`src/sv/sseic_pkg.sv`:
```
// Shared types, field layout and constants of the sorted event insert core.
package sseic_pkg;

    localparam int SSEIC_DEPTH = 64;

    localparam int X_W    = 16;
    localparam int Y_W    = 16;
    localparam int POL_W  = 1;
    localparam int SEC_W  = 32;
    localparam int NSEC_W = 30;
    localparam int OUT_W  = 7;

    localparam int X_LSB    = 0;
    localparam int Y_LSB    = X_LSB + X_W;
    localparam int POL_LSB  = Y_LSB + Y_W;
    localparam int SEC_LSB  = POL_LSB + POL_W;
    localparam int NSEC_LSB = SEC_LSB + SEC_W;
    localparam int IN_BITS  = NSEC_LSB + NSEC_W;
    localparam int IN_TDATA_W = ((IN_BITS + 7) / 8) * 8;

    localparam int POS_LSB     = 0;
    localparam int CNT_LSB     = POS_LSB + OUT_W;
    localparam int OUT_BITS    = CNT_LSB + OUT_W;
    localparam int OUT_TDATA_W = ((OUT_BITS + 7) / 8) * 8;

    typedef struct packed {
        logic [X_W-1:0]    x;
        logic [Y_W-1:0]    y;
        logic              pol;
        logic [SEC_W-1:0]  sec;
        logic [NSEC_W-1:0] nsec;
    } t_event;

    // What one cell hands to the cell behind it.
    typedef struct packed {
        t_event ev;
        logic   later;
    } t_link;

    // Per-cell control from the top level.
    typedef struct packed {
        logic load;   // an event is being inserted this cycle
        logic valid;  // cell index is below the fill count
        logic tail;   // cell index equals the fill count
    } t_cell_ctl;

    typedef enum logic {
        ST_IDLE,
        ST_SEARCH
    } t_state;

endpackage

```
`src/sv/sseic_cell.sv`:
```
// One storage cell of the sorted event chain.
module sseic_cell import sseic_pkg::*; (
    input  logic      i_clk,
    input  t_cell_ctl i_ctl,
    input  t_event    i_new,
    input  t_link     i_prev,
    output t_link     o_link
);

    t_event r_ev;
    logic   w_later;

    // Strictly later: seconds first, then nanoseconds.
    assign w_later = i_ctl.valid &&
                     ((r_ev.sec > i_new.sec) ||
                      ((r_ev.sec == i_new.sec) && (r_ev.nsec > i_new.nsec)));

    always_ff @(posedge i_clk) begin
        if (i_ctl.load && (i_ctl.tail || w_later)) begin
            r_ev <= i_prev.later ? i_prev.ev : i_new;
        end
    end

    assign o_link.ev    = r_ev;
    assign o_link.later = w_later;

endmodule

```
`config.mk`:
```
export PLATFORM = sky130hd
export DESIGN_NAME = sseic_cell
export DESIGN_NICKNAME = d
export VERILOG_FILES = /design/src/sv/sseic_pkg.sv /design/src/sv/sseic_cell.sv
export SDC_FILE = /design/constraint.sdc
export NUM_CORES = 1
export LEC_CHECK = 0
export ABC_AREA = 1
export BUFFER_PORTS_ARGS = -buffer_cell sky130_fd_sc_hd__buf_2
export CORE_AREA = 2 2 113 115
export DETAILED_ROUTE_END_ITERATION = 8
export DIE_AREA = 0 0 115 117
export PLACE_DENSITY = 0.92
export SYNTH_ARGS = -nofsm -noshare
export SYNTH_HDL_FRONTEND = slang
export SYNTH_SLANG_ARGS = --single-unit
```
`constraint.sdc`:
```
create_clock -name i_clk -period 6.9 [get_ports i_clk]
set_input_delay 0.69 -clock i_clk [delete_from_list [all_inputs] [get_ports i_clk]]
set_output_delay 0.69 -clock i_clk [all_outputs]
set_load 0.02 [all_outputs]
```
# After elaboration in Yosys (flattened, before gate mapping)
# Index checks and enable logic that the tools add are counted.
word_totals:
  reg_bits: 95
  out_inout_bits: 96
  word_cells: 14
classes:
  n_mux: 1
  eq_ne: 1
  n_lt_le_gt_ge: 2
  n_reduce_logical: 5
ops:
  columns: ["cell", "n"]
  rows:
  - ["$mux 95", 1]
  - ["$eq 32x32->1", 1]
  - ["$gt 32x32->1", 1]
  - ["$gt 30x30->1", 1]
  - ["$logic_and 1x1->1", 3]
  - ["$logic_or 1x1->1", 2]

# Longest topological paths before layout
logic_depth:
  depth_word: 6
  depth_mapped: 16

# Least setup slack after synthesis
# Ideal clock, no wire load.
synth_path:
  path_kind: "input -> register"
  startpoint: "input i_new[61] (netlist name)"
  endpoint: "register r_ev (netlist bit o_link[10]) (enable)"
  t_arrival_ns: 4.440
  required_time_ns: 6.413
  setup_slack_ns: 1.973
  setup_ns: 0.487
  cell_stages: 10
  path_cell_list: "inv_1 > ha_1 > nand4_1 > nor2_2 > nand3_2 > nor2_2 > nor2_1 > a21oi_2 > nand2_1 > a21oi_2"
synth_via:
  elab_chain_len: 6
synth_rtl:
  columns: ["element", "line", "source"]
  rows:
  - ["start, declared", "sseic_cell.sv:5", "input t_event i_new,"]
  - ["branches (longest 2 deep; another with $gt 32x32->1)", null, null]
  - ["$logic_or 1x1->1 (*)", "sseic_cell.sv:15", "((r_ev.sec > i_new.sec) ||"]
  - ["$logic_and 1x1->1 (*)", "sseic_cell.sv:14", "assign w_later = i_ctl.valid &&"]
  - ["$logic_or 1x1->1 (*)", "sseic_cell.sv:19", "if (i_ctl.load && (i_ctl.tail || w_later)) begin"]
  - ["$logic_and 1x1->1 (*)", "sseic_cell.sv:19", null]
  - ["end signal, assigned", "sseic_cell.sv:20", "r_ev <= i_prev.later ? i_prev.ev : i_new;"]
  - ["end, declared", "sseic_cell.sv:10", "t_event r_ev;"]
# Every way passes the cells marked *.
# A chain may end at the register's enable or synchronous reset.

==> flow_summary.ini <==
[layout]
drive_gt1_share_pct = 41.4
nNetsFinal = 1105
stdcell_area_sq_um = 7510
n_antenna_cell = 0
largest_register_ffs = 95
area_delta_synth_final_pct = 34.0

[sta]
slew_viol_final = 0
fin_setup_tns_ns = 0
rsz0062_at_grt = false
finalHoldViolCount = 0
whs_ns = 0.625
worstMarginPinSlew_ns = 0.779
period_needed_ns = 2.98
fmax_mhz = 336
setup_violations = 0
finClkSkew_ns = 0.0133
maxSlewHeadroom_pct = 48.1
fin_crit_sh_pct = 43.2
layout_setup_ws_ns = 3.92

[setup_path]
reg2reg_to = o_link[8]$_DFFE_PP_
crit_buf_inv = 4
slowest_delay_ns = 0.31
cp_max_fo = 3
r2r_setup_slack_ns = 4.07
crit_start = i_new[45]
worstSetupStartpointType = primary input
cp-end-kind = primary output
reg2reg_from = o_link[30]$_DFFE_PP_
worst_path_max_delay_cell = ha_1
crit_required_ns = 6.21
arrival_ns = 2.29
cpLargestDelayFamily = simple AND/OR/NAND/NOR gates
worstRegToRegCells = 12
cp.depth = 12
crit_path_end = o_link[0]
crit_path_cell_trace = buf_2, inv_1, ha_1, nand4_1, nor2_1, nand3_1, nor2_2, nor2_1, a21oi_2, nand2_1, inv_1, buf_2
worstSetupPathType = in -> out

[synth]
yosys_most_used_dff = edfxtp_1
avgSynthCellArea_sq_um = 9.97
yosysMostFrequentCell = nand2_1
synth_common_cells = nand2_1, edfxtp_1, inv_1
synth.area.top_cells = edfxtp_1, ha_1, nand2_1
syn_area_sq_um = 5600
yosys_register_bits = 95
synth_edf_count = 95
yosys_warnings = 0
synth_cell_types = 22
ys_seq_area_share_pct = 50.9
syn_nets = 819
yosysTopAreaCell = edfxtp_1
synth_top_area_share_pct = 50.9
syn_inst = 562
ys_async_sr_fraction_pct = 0

[floorplan]
core_sq_um = 12300
die_h_um = 117
io_pins = 291
rows = 41
dieWidth_um = 115
start_util_pct = 45.5
dieArea_sq_um = 13500

[detailed_routing]
drtAntennaViolNets = 0
drc = 0
via_per_inst = 4.87
num_vias = 4880
drt-pass1-iter-count = 6
wl_um = 14400
drt-wirelength-per-cell_um = 14.4
drt_iter0_drc = 215

[cts]
root_buffer = clkbuf_16
post-cts-setup-buffers = 0
cts_tree = built
cts_resized = 0
cts_buffers = 9
cts_hold_buf = 0
clkLatencyLatePin_ns = 0.34
htreeDepth = 3
clkSlewWorstSetupHoldPaths_ns = 0.07
clockBufferDepth = 2
clkSinkCount = 95

[place]
post-dp-hpwl_um = 11800
finalWeightedCongestion = 0.818
pre_cts_ws_ns = 3.65
place_area_sq_um = 7190
numPortBuffers = 290

[power_and_ir_drop]
leakagePower_nw = 3.83
pwr_density_cell_nw_per_um2 = 207
seqPwrFrac_pct = 45.3
clockPowerShare_pct = 34.8
internal-power_mw = 1.13
combPwrFrac_pct = 19.9
ir_worst_vdd_v = 0.000116
p_sw_share_pct = 27.0
switchingPower_mw = 0.419

[global_routing]
grt_max_degree = 83
track_usage_pct = 20.6
antenna_found_initial = 0
grt_remaining_overflow = 0
grt_pass1_vias = 4450
grt_pass1_wl_um = 21300

[hold_path]
min_from = i_prev[19]
hp-class = in -> reg

[status]
outcome = completed

[flow_run]
cap_violations = 0
[kinds of logic (layout without fill, tap and decap cells)]
logic type	after synthesis	count (layout)	synth area share, %
AO/OA/AOI/OAI	91	91	8.48
multiplexers	35	35	7.03
adder cells (fa/ha/maj)	62	62	13.8
flip-flops	95	95	50.9
buffers and inverters	107	398	7.46
AND/OR/NAND/NOR	172	172	12.3
[worst min path at each step]
stage	to	slack, ns	cells past startpoint
global placement	o_link[49]$_DFFE_PP_	0.97	3
detailed placement	o_link[15]$_DFFE_PP_	0.97	3
CTS	o_link[12]$_DFFE_PP_	0.62	3
finish	o_link[19]$_DFFE_PP_	0.63	3
floorplan	o_link[10]$_DFFE_PP_	0.88	2
global route	o_link[12]$_DFFE_PP_	0.63	3
[worst reg2reg max path, stage by stage (launching register included)]
cell and delay [ns]:
edfxtp_1 0.40, ha_1 0.31, nand2_1 0.07, nor2_1 0.16, nand3_1 0.15, nor3_2 0.20
nand2_1 0.08, nand2_1 0.06, nand2_1 0.07, nand2_1 0.06, nand2_1 0.10, a21oi_4 0.14
buf_4 0.58
[power by group through the flow]
| stage | sequential [mW] | combinational, mW | clock [mW] |
|---|---|---|---|
| finish | 0.702 | 0.309 | 0.541 |
| global route | 0.706 | 0.344 | 0.570 |
| CTS | 0.703 | 0.312 | 0.547 |
| detailed placement | 0.715 | 0.310 | 0 |
| global placement | 0.712 | 0.300 | 0 |
| floorplan | 0.762 | 0.135 | 0 |
[layout by cell type (no fill, tap or decap)]
| master | n |
|---|---|
| buf_4 | 4 |
| nand3_1 | 8 |
| buf_2 | 289 |
| nor3_2 | 1 |
| bufinv_16 | 2 |
| a21oi_1 | 22 |
| inv_6 | 2 |
| a21o_1 | 3 |
| clkbuf_16 | 9 |
| a21oi_4 | 1 |
| nand2_1 | 139 |
| inv_1 | 88 |
| nand4_1 | 3 |
| clkinv_2 | 2 |
| mux2_2 | 35 |
| nand3_2 | 1 |
| inv_2 | 1 |
| edfxtp_1 | 95 |
| and3_1 | 1 |
| o21bai_1 | 1 |
| o21ai_0 | 62 |
| o21a_1 | 1 |
| nor2_1 | 15 |
| ha_1 | 62 |
| clkinvlp_4 | 1 |
| nor2_2 | 4 |
| a21oi_2 | 1 |
[metal layers]
| layer | up-vias | global-route usage, % | share of wire, % |
|---|---|---|---|
| met5 | - | 0 | 0 |
| met4 | 0 | 6.35 | 1.6 |
| met3 | 18 | 3.55 | 6.5 |
| met2 | 204 | 37.7 | 51 |
| met1 | 2197 | 24.9 | 40 |
| li1 | 2461 | - | - |
[through the flow]
step | util, % | power [mW] | std cells
final | 61.0 | 1.55 | 1003
after global routing | 61.0 | 1.62 | 1003
after CTS | 61.0 | 1.56 | 1003
after floorplan | - | 0.897 | 562
after global placement | 58.4 | 1.01 | 987
after detailed placement | 58.4 | 1.03 | 987
[final cells by class]
cell class | instances | area, sq um
Clock buffer | 9 | 225
Tap cell | 150 | 188
Clock inverter | 7 | 95.1
Multi-Input combinational cell | 360 | 2340
Inverter | 89 | 334
Fill cell | 1013 | 4800
Timing Repair Buffer | 293 | 1480
Sequential cell | 95 | 2850
(Power assumes the default switching activity.)
