File: config.mk
export PLATFORM = sky130hd
export DESIGN_NAME = sseic_pos_search
export DESIGN_NICKNAME = d
export VERILOG_FILES = /design/src/sv/sseic_pkg.sv /design/src/sv/sseic_pos_search.sv
export SDC_FILE = /design/constraint.sdc
export NUM_CORES = 1
export LEC_CHECK = 0
export BUFFER_PORTS_ARGS = -buffer_cell sky130_fd_sc_hd__buf_2
export CAP_MARGIN = 0
export CORE_MARGIN = 4
export CORE_UTILIZATION = 40
export CTS_CLUSTER_DIAMETER = 120
export DETAILED_ROUTE_END_ITERATION = 7
export SYNTH_ARGS = -nofsm -noshare
export SYNTH_HDL_FRONTEND = slang
export SYNTH_SLANG_ARGS = --single-unit
File: constraint.sdc
create_clock -name i_clk -period 3.3 [get_ports i_clk]
set_input_delay 0.165 -clock i_clk [delete_from_list [all_inputs] [get_ports i_clk]]
set_output_delay 0.165 -clock i_clk [all_outputs]
set_load 0.03 [all_outputs]
File: src/sv/sseic_pkg.sv
// Shared types, field layout and constants of the sorted event insert core.
package sseic_pkg;

    localparam int SSEIC_DEPTH = 64;

    localparam int X_W    = 16;
    localparam int Y_W    = 16;
    localparam int POL_W  = 1;
    localparam int SEC_W  = 32;
    localparam int NSEC_W = 30;
    localparam int OUT_W  = 7;

    localparam int X_LSB    = 0;
    localparam int Y_LSB    = X_LSB + X_W;
    localparam int POL_LSB  = Y_LSB + Y_W;
    localparam int SEC_LSB  = POL_LSB + POL_W;
    localparam int NSEC_LSB = SEC_LSB + SEC_W;
    localparam int IN_BITS  = NSEC_LSB + NSEC_W;
    localparam int IN_TDATA_W = ((IN_BITS + 7) / 8) * 8;

    localparam int POS_LSB     = 0;
    localparam int CNT_LSB     = POS_LSB + OUT_W;
    localparam int OUT_BITS    = CNT_LSB + OUT_W;
    localparam int OUT_TDATA_W = ((OUT_BITS + 7) / 8) * 8;

    typedef struct packed {
        logic [X_W-1:0]    x;
        logic [Y_W-1:0]    y;
        logic              pol;
        logic [SEC_W-1:0]  sec;
        logic [NSEC_W-1:0] nsec;
    } t_event;

    // What one cell hands to the cell behind it.
    typedef struct packed {
        t_event ev;
        logic   later;
    } t_link;

    // Per-cell control from the top level.
    typedef struct packed {
        logic load;   // an event is being inserted this cycle
        logic valid;  // cell index is below the fill count
        logic tail;   // cell index equals the fill count
    } t_cell_ctl;

    typedef enum logic {
        ST_IDLE,
        ST_SEARCH
    } t_state;

endpackage

File: src/sv/sseic_pos_search.sv
// Binary search for the insert position over captured later-than flags.
module sseic_pos_search import sseic_pkg::*; #(
    parameter int BUFFER_DEPTH = SSEIC_DEPTH
) (
    input  logic                              i_clk,
    input  logic                              i_rst_n,
    input  logic                              i_start,
    input  logic [$clog2(BUFFER_DEPTH+1)-1:0] i_hi,
    input  logic [BUFFER_DEPTH-1:0]           i_later,
    output logic                              o_done,
    output logic [$clog2(BUFFER_DEPTH+1)-1:0] o_pos
);

    localparam int CW = $clog2(BUFFER_DEPTH + 1);
    localparam int AW = $clog2(BUFFER_DEPTH);

    logic [BUFFER_DEPTH-1:0] r_later;
    logic [CW-1:0]           r_lo, r_hi, n_lo, n_hi;
    logic [CW:0]             w_sum;
    logic [CW-1:0]           w_mid;

    assign w_sum = {1'b0, r_lo} + {1'b0, r_hi};
    assign w_mid = w_sum[CW:1];

    // Later flags form a suffix; find the first set flag in [lo, hi).
    always_comb begin
        n_lo = r_lo;
        n_hi = r_hi;
        if (i_start) begin
            n_lo = '0;
            n_hi = i_hi;
        end else if (r_lo != r_hi) begin
            if (r_later[w_mid[AW-1:0]]) begin
                n_hi = w_mid;
            end else begin
                n_lo = w_mid + CW'(1);
            end
        end
    end

    always_ff @(posedge i_clk) begin
        if (!i_rst_n) begin
            r_lo <= '0;
            r_hi <= '0;
        end else begin
            r_lo <= n_lo;
            r_hi <= n_hi;
        end
    end

    always_ff @(posedge i_clk) begin
        if (i_start) begin
            r_later <= i_later;
        end
    end

    assign o_done = (r_lo == r_hi);
    assign o_pos  = r_lo;

endmodule

# --- Yosys cells after proc, flatten, opt, wreduce, memory -nomap -nowiden ---
# Cells that the tools add are included.
totals:
  regBits: 78
classes:
  n_addsub: 2
  magnitude_cmp: 1
  n_eq_ne: 2
  muxes: 5
  bitwise_logic: 2
  n_reduce_logical: 5
ops:
  columns: ["cell", "count"]
  rows:
  - ["7-bit two-way mux", 3]
  - ["7-bit by 7-bit adder with 8-bit output", 1]
  - ["7-bit by 1-bit adder with 7-bit output, second input constant", 1]
  - ["7-bit == test", 1]
  - ["6-bit by 7-bit < comparator with 1-bit output, second input constant", 1]
  - ["7-bit != test", 1]
  - ["1-bit binary-select mux with 6-bit select", 1]
  - ["2-bit AND reduction", 2]
  - ["2-bit nonzero test", 2]
  - ["1-bit inverter", 2]
  - ["2-bit OR reduction", 1]
  - ["1-bit two-way mux", 1]

# --- Longest topological paths before layout ---
# Gate-level depths: netlist (run 1).
depth:
  ltp_word: 6
  ltp_mapped: 14
  mapped_depth_nobuf: 10

# --- Worst setup path after synthesis (run 1) ---
# OpenSTA, ideal clock, no wires.
synth_timing:
  kind: "reg-to-reg"
  from: "reg r_lo[0] (netlist: o_pos[0])"
  to: "reg r_lo[0] (netlist: o_pos[0])"
  setup_time_ns: 0.116
  t_arrival_ns: 3.462
  required_time_ns: 3.184
  setup_slack_ns: -0.279
  stages_incl_launch_ff: 13
  n_path_buf: 3
  synth_period_minus_slack_ns: 3.579
  cell_sequence: "dfxtp_1 ha_1 fa_1 buf_2 clkbuf_1 mux4_2 mux2_2 a32oi_1 o2111ai_1 a32oi_2 buf_6 nand2_4 o211a_1"
synth_between:
  elab_chain_len: 5
  elab_cells_between_ends: 7
  cone_classes: "2 x add/sub; 1 x eq/ne; 2 x mux; 1 x bitwise; 1 x reduce/logical"
synth_lines:
  columns: ["element", "line", "rtl"]
  rows:
  - ["start: declaration", "sseic_pos_search.sv:18", "logic [CW-1:0] r_lo, r_hi, n_lo, n_hi;"]
  - ["start signal: assignment", "sseic_pos_search.sv:46", "r_lo <= n_lo;"]
  - ["7-bit by 7-bit adder with 8-bit output", "sseic_pos_search.sv:22", "assign w_sum = {1'b0, r_lo} + {1'b0, r_hi};"]
  - ["1-bit binary-select mux with 6-bit select", "sseic_pos_search.sv:33", "if (r_later[w_mid[AW-1:0]]) begin"]
  - ["1-bit two-way mux (implied by the code)", "sseic_pos_search.sv:33", null]
  - ["1-bit inverter (no source line)", null, null]
  - ["2-bit AND reduction (no source line)", null, null]
# Parallel ways exist; a longest one is shown, timed or not. The select of a mux whose other input is x is not followed.
# A chain may end at the register's enable or synchronous reset.

# --- Final worst setup path (run 1) ---
# Same ends and word-level chain as after synthesis.

==> flow_metrics.env, run 1 <==
export IMPL_status="finished, violations left"
export IMPL_violations="negative setup slack"
export IMPL_p_seq_share_pct=27.2
export IMPL_final_area_um2=5260
export IMPL_required_ps=3540
export IMPL_viasPerCell=5.12
export IMPL_worst_pin_slew_ps=887
export IMPL_post_route_period_util_pct=100
export IMPL_vias=2744
export IMPL_max_cap_violations=0
export IMPL_die_area_um2=10600
export IMPL_cpPeakStageDelay_ps=510
export IMPL_synth_top_area_cell="edfxtp_1"
export IMPL_row_count=34
export IMPL_clock_sinks=78
export IMPL_synth_top_cell_area_share_pct=53.3
export IMPL_synth_area_leaders="edfxtp_1 (53%), dfxtp_1 (7.8%), mux4_2 (5.0%), mux2i_1 (4.2%), ha_1 (2.8%)"
export IMPL_p_int_uw=2960
export IMPL_place_gp_congestion=0.821
export IMPL_dp_cells=457
export IMPL_synth_edf_count=64
export IMPL_synth_distinct_cells=56
export IMPL_post_drt_wl_per_cell_um=16.6
export IMPL_period_minus_slack_ps=3310
export IMPL_cp_cell_sequence="ha_4, fa_1, buf_6, mux4_2, mux2_4, o2bb2ai_2, or3b_4, a32oi_4, buf_12, nand2_8, o211a_1"
export IMPL_synth_most_common_cell="edfxtp_1"
export IMPL_drive_gt1_share_pct=38.8
export IMPL_syn_inst=252
export IMPL_setup_tns_ps=-8.01
export IMPL_grt_overflow_total=0
export IMPL_track_usage_pct=17.8
export IMPL_drt_iter0_drc=117
export IMPL_combPwrFrac_pct=54.3
export IMPL_seq_area_um2=2210
export IMPL_totalWireLength_mm=8.90
export IMPL_p_sw_uw=1650
export IMPL_slew_viol_final=0
export IMPL_io_buffers=81
export IMPL_layout_cells_non_filler=536
export IMPL_async_flop_share_pct=0
export IMPL_antenna_found_initial=1
export IMPL_synth_area_um2=3600
export IMPL_power_uw=4620
export IMPL_ys_ff_latch=78
export IMPL_hold_viol_final=0
export IMPL_rsz0062_at_grt="yes"
export IMPL_finalSetupViolCount=1
export IMPL_syn_avg_cell_area_um2=14.3
export IMPL_nets=506
export IMPL_grt_max_degree=69
export IMPL_clk_pin_slew_worst_paths_ps=80
export IMPL_core_area_um2=8760
export IMPL_die_x_um=103
export IMPL_syn2layout_area_growth_pct=46.0
export IMPL_critPathKind="register to register"
export IMPL_cts_tree="done"
export IMPL_multi_input_area_um2=1400
export IMPL_ant_nets=0
export IMPL_start_util_pct=41.1
export IMPL_skew_ps=11.0
export IMPL_worst_slack_ps=-8.01
export IMPL_cp_max_fo=7
export IMPL_seq_area_frac_synth_pct=61.1
export IMPL_crit_buf_inv=2
export IMPL_pwr_density_cell_nw_per_um2=877
export IMPL_ys_flop_type="edfxtp_1"
export IMPL_slew_limit_headroom_pct=40.7
export IMPL_min_path_type="primary input to register"
export IMPL_grt_pass1_vias=2948
export IMPL_ys_top_cells_by_count="edfxtp_1 (64), mux2i_1 (15), nand2_1 (15), dfxtp_1 (14), o21ai_0 (13)"
export IMPL_critPathCaptureType="register"
export IMPL_critPathArrivalTime_ps=3550
export IMPL_rrSetupSlack_ps=-8
export IMPL_root_buffer="clkbuf_8"
export IMPL_io_pin_count=82
export IMPL_synth_nets=335
export IMPL_htree_levels=3
export IMPL_dp_hpwl_mm=6.06
export IMPL_grt_pass1_wl_mm=14.2
export IMPL_ir_worst_vdd_v=0.000379
export IMPL_cts_buffers_inserted=9
export IMPL_first_pass_iters=4
export IMPL_crit_family="multiplexers"
export IMPL_swShare_pct=35.8
export IMPL_n_antenna_cell=0
export IMPL_fill_cells=727
export IMPL_postPlaceCellArea_um2=4320
export IMPL_postLayoutCoreUtil_pct=60.1
export IMPL_leakage_uw=0.00211
export IMPL_critical_path_slowest_cell="fa_1"
export IMPL_pwr_share_clk_pct=18.4
export IMPL_dieHeight_um=103
export IMPL_cp_start_kind="register"
export IMPL_cts_max_path_buffers=2
export IMPL_clock_fmax_mhz=302
export IMPL_clkLatencyLatePin_ps=340
export IMPL_drc=0
export IMPL_yosysWarnings=0
==> worst paths after layout <==
| kind | start | endpoint | cells after the start |
|---|---|---|---|
| max reg2reg | o_pos[0]$_SDFFE_PP0P_ | o_pos[0]$_SDFFE_PP0P_ | 11 |
| min | i_later[57] | r_later[57]$_DFFE_PP_ | 1 |
| min reg2reg | o_pos[4]$_SDFFE_PP0P_ | o_pos[4]$_SDFFE_PP0P_ | 2 |
| max | o_pos[0]$_SDFFE_PP0P_ | o_pos[0]$_SDFFE_PP0P_ | 11 |
==> cell type report <==
| cell class | instances | share of cell area, % |
|---|---|---|
| sequential | 78 | 41.9 |
| multi-input combinational | 156 | 26.5 |
| timing repair buffer | 172 | 24.0 |
| tap | 108 | 2.57 |
| clock buffer | 11 | 2.50 |
| clock inverter | 5 | 2.04 |
| inverter | 6 | 0.428 |
==> power groups by stage <==
stage,Sequential (uW),Combinational [uW],Clock (uW)
finish,1260,2510,850
global route,1270,2710,906
CTS,1250,2590,875
detailed placement,1270,2230,0
global placement,1270,2210,0
floorplan,1290,1530,0
==> per-stage QoR <==
stage	setup slack, ps	hold WS (ps)
after detailed placement	-41.4	343
after floorplan	-7.82	264
after global placement	-6.41	341
after global routing	-142	6.16
after CTS	1.40	2.52
final	-8.01	16.9
==> flip-flops by register name, summed over array words and instances (netlist names) <==
signal,cells
r_later,64
o_pos,7
r_hi,7
==> per-layer routing <==
layer	track usage [%]	part of all wire (%)
met4	6.18	1.9
met5	0	0.12
met1	21.1	41
met3	5.21	5.3
met2	30.9	52
==> cell families (layout without fill, tap and decap cells) <==
logic type	Yosys count	count (layout)	synth area share [%]
compound gates	51	51	10.4
xor+xnor	9	9	2.40
fa+ha+maj	9	9	3.33
buf+inv	18	194	2.53
flops	78	78	61.1
mux	30	30	11.8
simple gates	57	57	8.44
==> placed cells by master, fill, tap and decap left out, types with 3 or more instances in the layout <==
cell	Yosys	final
mux2_2	6	5
a211oi_1	3	3
nor4_1	3	3
mux2i_1	15	15
o21ai_0	13	12
nor2_1	9	9
inv_1	4	4
edfxtp_1	64	64
ha_1	8	6
nor3_1	3	3
dlygate4sd3_1	0	62
mux4_2	8	9
or3_1	3	3
buf_2	1	81
nand2_1	15	15
a21oi_1	5	4
buf_4	2	26
dfxtp_1	14	12
clkbuf_8	0	9
bufinv_16	0	3
nand3_1	12	12
a21o_1	4	4
a211oi_2	3	3
xnor2_1	5	5
==> repair_timing <==
action                                 4_1_cts  5_1_grt
gates cloned                                 1        0
pin swaps                                    2        5
hold buffers                                60        2
buffers inserted                             1        0
resized for setup                           10        6
setup endpoints to repair                    7       14
endpoints found under the hold margin       60        2
No activity file was read; power rests on OpenSTA's default activity.
==> run 2, diff against run 1 <==
- SKIP_LAST_GASP: not set -> 1
==> run 2 against run 1 <==
- the flow still finishes with violations (negative setup slack)
- die area is the same
- register-to-register slack is essentially flat
- critical path type unchanged
- worst setup slack is essentially flat
- cell area is essentially flat
- critical endpoint unchanged
- utilization is essentially flat
- largest power group unchanged
- combinational power is essentially flat
==> flow_metrics.env, run 2 (synthesis results as in run 1) <==
export IMPL_status="finished, violations left"
export IMPL_violations="negative setup slack"
export IMPL_die_x_um=103
export IMPL_drt_iter0_drc=121
export IMPL_dieHeight_um=103
export IMPL_vias=2725
export IMPL_final_cell_mix="buf_2 (81), edfxtp_1 (64), dlygate4sd3_1 (62), buf_4 (26)"
export IMPL_setup_tns_ps=-7.93
export IMPL_syn2layout_area_growth_pct=45.9
export IMPL_leakage_uw=0.00211
export IMPL_root_buffer="clkbuf_8"
export IMPL_clock_fmax_mhz=302
export IMPL_grt_pass1_vias=2948
export IMPL_rsz0062_at_grt="yes"
export IMPL_cp_start_kind="register"
export IMPL_slew_limit_headroom_pct=41.5
export IMPL_critPathKind="register to register"
export IMPL_row_count=34
export IMPL_min_path_cells=1
export IMPL_max_cap_violations=0
export IMPL_grt_pass1_wl_mm=14.2
export IMPL_multi_input_area_um2=1390
export IMPL_first_pass_iters=4
export IMPL_htree_levels=3
export IMPL_postLayoutCoreUtil_pct=60.0
export IMPL_critPathCaptureType="register"
export IMPL_finalSetupViolCount=1
export IMPL_n_antenna_cell=0
export IMPL_nets=506
export IMPL_post_drt_wl_per_cell_um=16.6
export IMPL_required_ps=3540
export IMPL_min_path_type="primary input to register"
export IMPL_drc=0
export IMPL_clkLatencyLatePin_ps=340
export IMPL_cts_tree="done"
export IMPL_top_register="r_later"
export IMPL_hold_start="i_later[57]"
export IMPL_final_common_cell="buf_2"
export IMPL_viasPerCell=5.08
export IMPL_clk_pin_slew_worst_paths_ps=80
export IMPL_r2r_start="o_pos[0]$_SDFFE_PP0P_"
export IMPL_pwr_density_cell_nw_per_um2=876
export IMPL_clock_sinks=78
export IMPL_place_gp_congestion=0.821
export IMPL_power_uw=4610
export IMPL_rrSetupSlack_ps=-8
export IMPL_post_route_period_util_pct=100
export IMPL_fill_cells=729
export IMPL_track_usage_pct=17.8
export IMPL_final_area_um2=5260
export IMPL_totalWireLength_mm=8.88
export IMPL_antenna_found_initial=1
export IMPL_critPathArrivalTime_ps=3550
export IMPL_hold_viol_final=0
export IMPL_hold_path_end="r_later[57]$_DFFE_PP_"
export IMPL_reg2reg_to="o_pos[0]$_SDFFE_PP0P_"
export IMPL_cts_buffers_inserted=9
export IMPL_worst_pin_slew_ps=876
export IMPL_holdWs_ps=17.2
export IMPL_slew_viol_final=0
export IMPL_cp_max_fo=7
export IMPL_io_pin_count=82
export IMPL_period_minus_slack_ps=3310
export IMPL_core_area_um2=8760
export IMPL_grt_max_degree=69
export IMPL_drive_gt1_share_pct=38.6
export IMPL_cts_max_path_buffers=2
export IMPL_io_buffers=81
export IMPL_ir_worst_vdd_v=0.000376
export IMPL_start_util_pct=41.1
export IMPL_grt_overflow_total=0
export IMPL_skew_ps=11.5
export IMPL_ant_nets=0
export IMPL_die_area_um2=10600
export IMPL_worst_slack_ps=-7.93
export IMPL_seq_area_um2=2210
export IMPL_postPlaceCellArea_um2=4320
export IMPL_dp_hpwl_mm=6.06
export IMPL_worstRegToRegCells=11
export IMPL_largest_reg_flops=64
==> run 2: cell counts in the layout (fill, tap and decap cells not counted) <==
No cell type changed its count.
==> run 2: stage by stage <==
step	worst slack (ps)	std cells
finish	-7.93	536
global route	-142	536
CTS	1.40	535
detailed placement	-41.4	457
global placement	-6.41	457
floorplan	-7.82	252
==> run 2: power breakdown <==
group	switching, uW	total, uW	internal [uW]
Combinational	1230	2500	1270
Sequential	70.7	1260	1190
Clock	343	849	506
Total	1640	4610	2960
==> run 2: worst max path at each step <==
stage | from | endpoint | slack, ps | cells past startpoint
6_report | o_pos[0]$_SDFFE_PP0P_ | o_pos[0]$_SDFFE_PP0P_ | -8 | 11
5_1_grt | o_pos[0]$_SDFFE_PP0P_ | o_pos[0]$_SDFFE_PP0P_ | -140 | 12
3_5_place_dp | o_pos[0]$_SDFFE_PP0P_ | o_pos[0]$_SDFFE_PP0P_ | -40 | 11
4_1_cts | o_pos[0]$_SDFFE_PP0P_ | o_pos[0]$_SDFFE_PP0P_ | 1 | 11
2_1_floorplan | o_pos[0]$_SDFFE_PP0P_ | o_pos[0]$_SDFFE_PP0P_ | -8 | 10
3_3_place_gp | o_pos[0]$_SDFFE_PP0P_ | o_pos[0]$_SDFFE_PP0P_ | -6 | 10
==> run 2: final cells by class <==
class,instances,share of cell area (%)
repair buffers,172,24.0
multi-input cells,156,26.5
well taps,108,2.57
clock buffers,11,2.50
flip-flops and latches,78,42.0
clock inverters,5,2.05
inverters,6,0.428
==> run 2: worst max-delay path, cell delays in order, from the launching register on <==
cell and delay [ps]:
dfxtp_4 360, ha_4 160, fa_1 510, buf_6 130, mux4_2 500, mux2_4 280
o2bb2ai_2 120, or3b_4 400, a32oi_4 280, buf_12 160, nand2_8 80, o211a_1 210
==> run 2: what timing repair did <==
action	in CTS	in global routing
gates resized for setup	10	5
endpoints found under the hold margin	60	2
pin swaps	2	5
gates cloned	1	0
setup endpoints to repair	7	14
hold buffers	60	2
setup buffers	1	0
==> run 2: routing by layer <==
| metal | track usage (%) | vias to the layer above | share of wire, % |
|---|---|---|---|
| li1 | - | 1322 | - |
| met1 | 21.1 | 1308 | 41 |
| met2 | 30.9 | 76 | 52 |
| met3 | 5.21 | 17 | 5.3 |
| met4 | 6.18 | 2 | 1.9 |
| met5 | 0 | - | 0.12 |
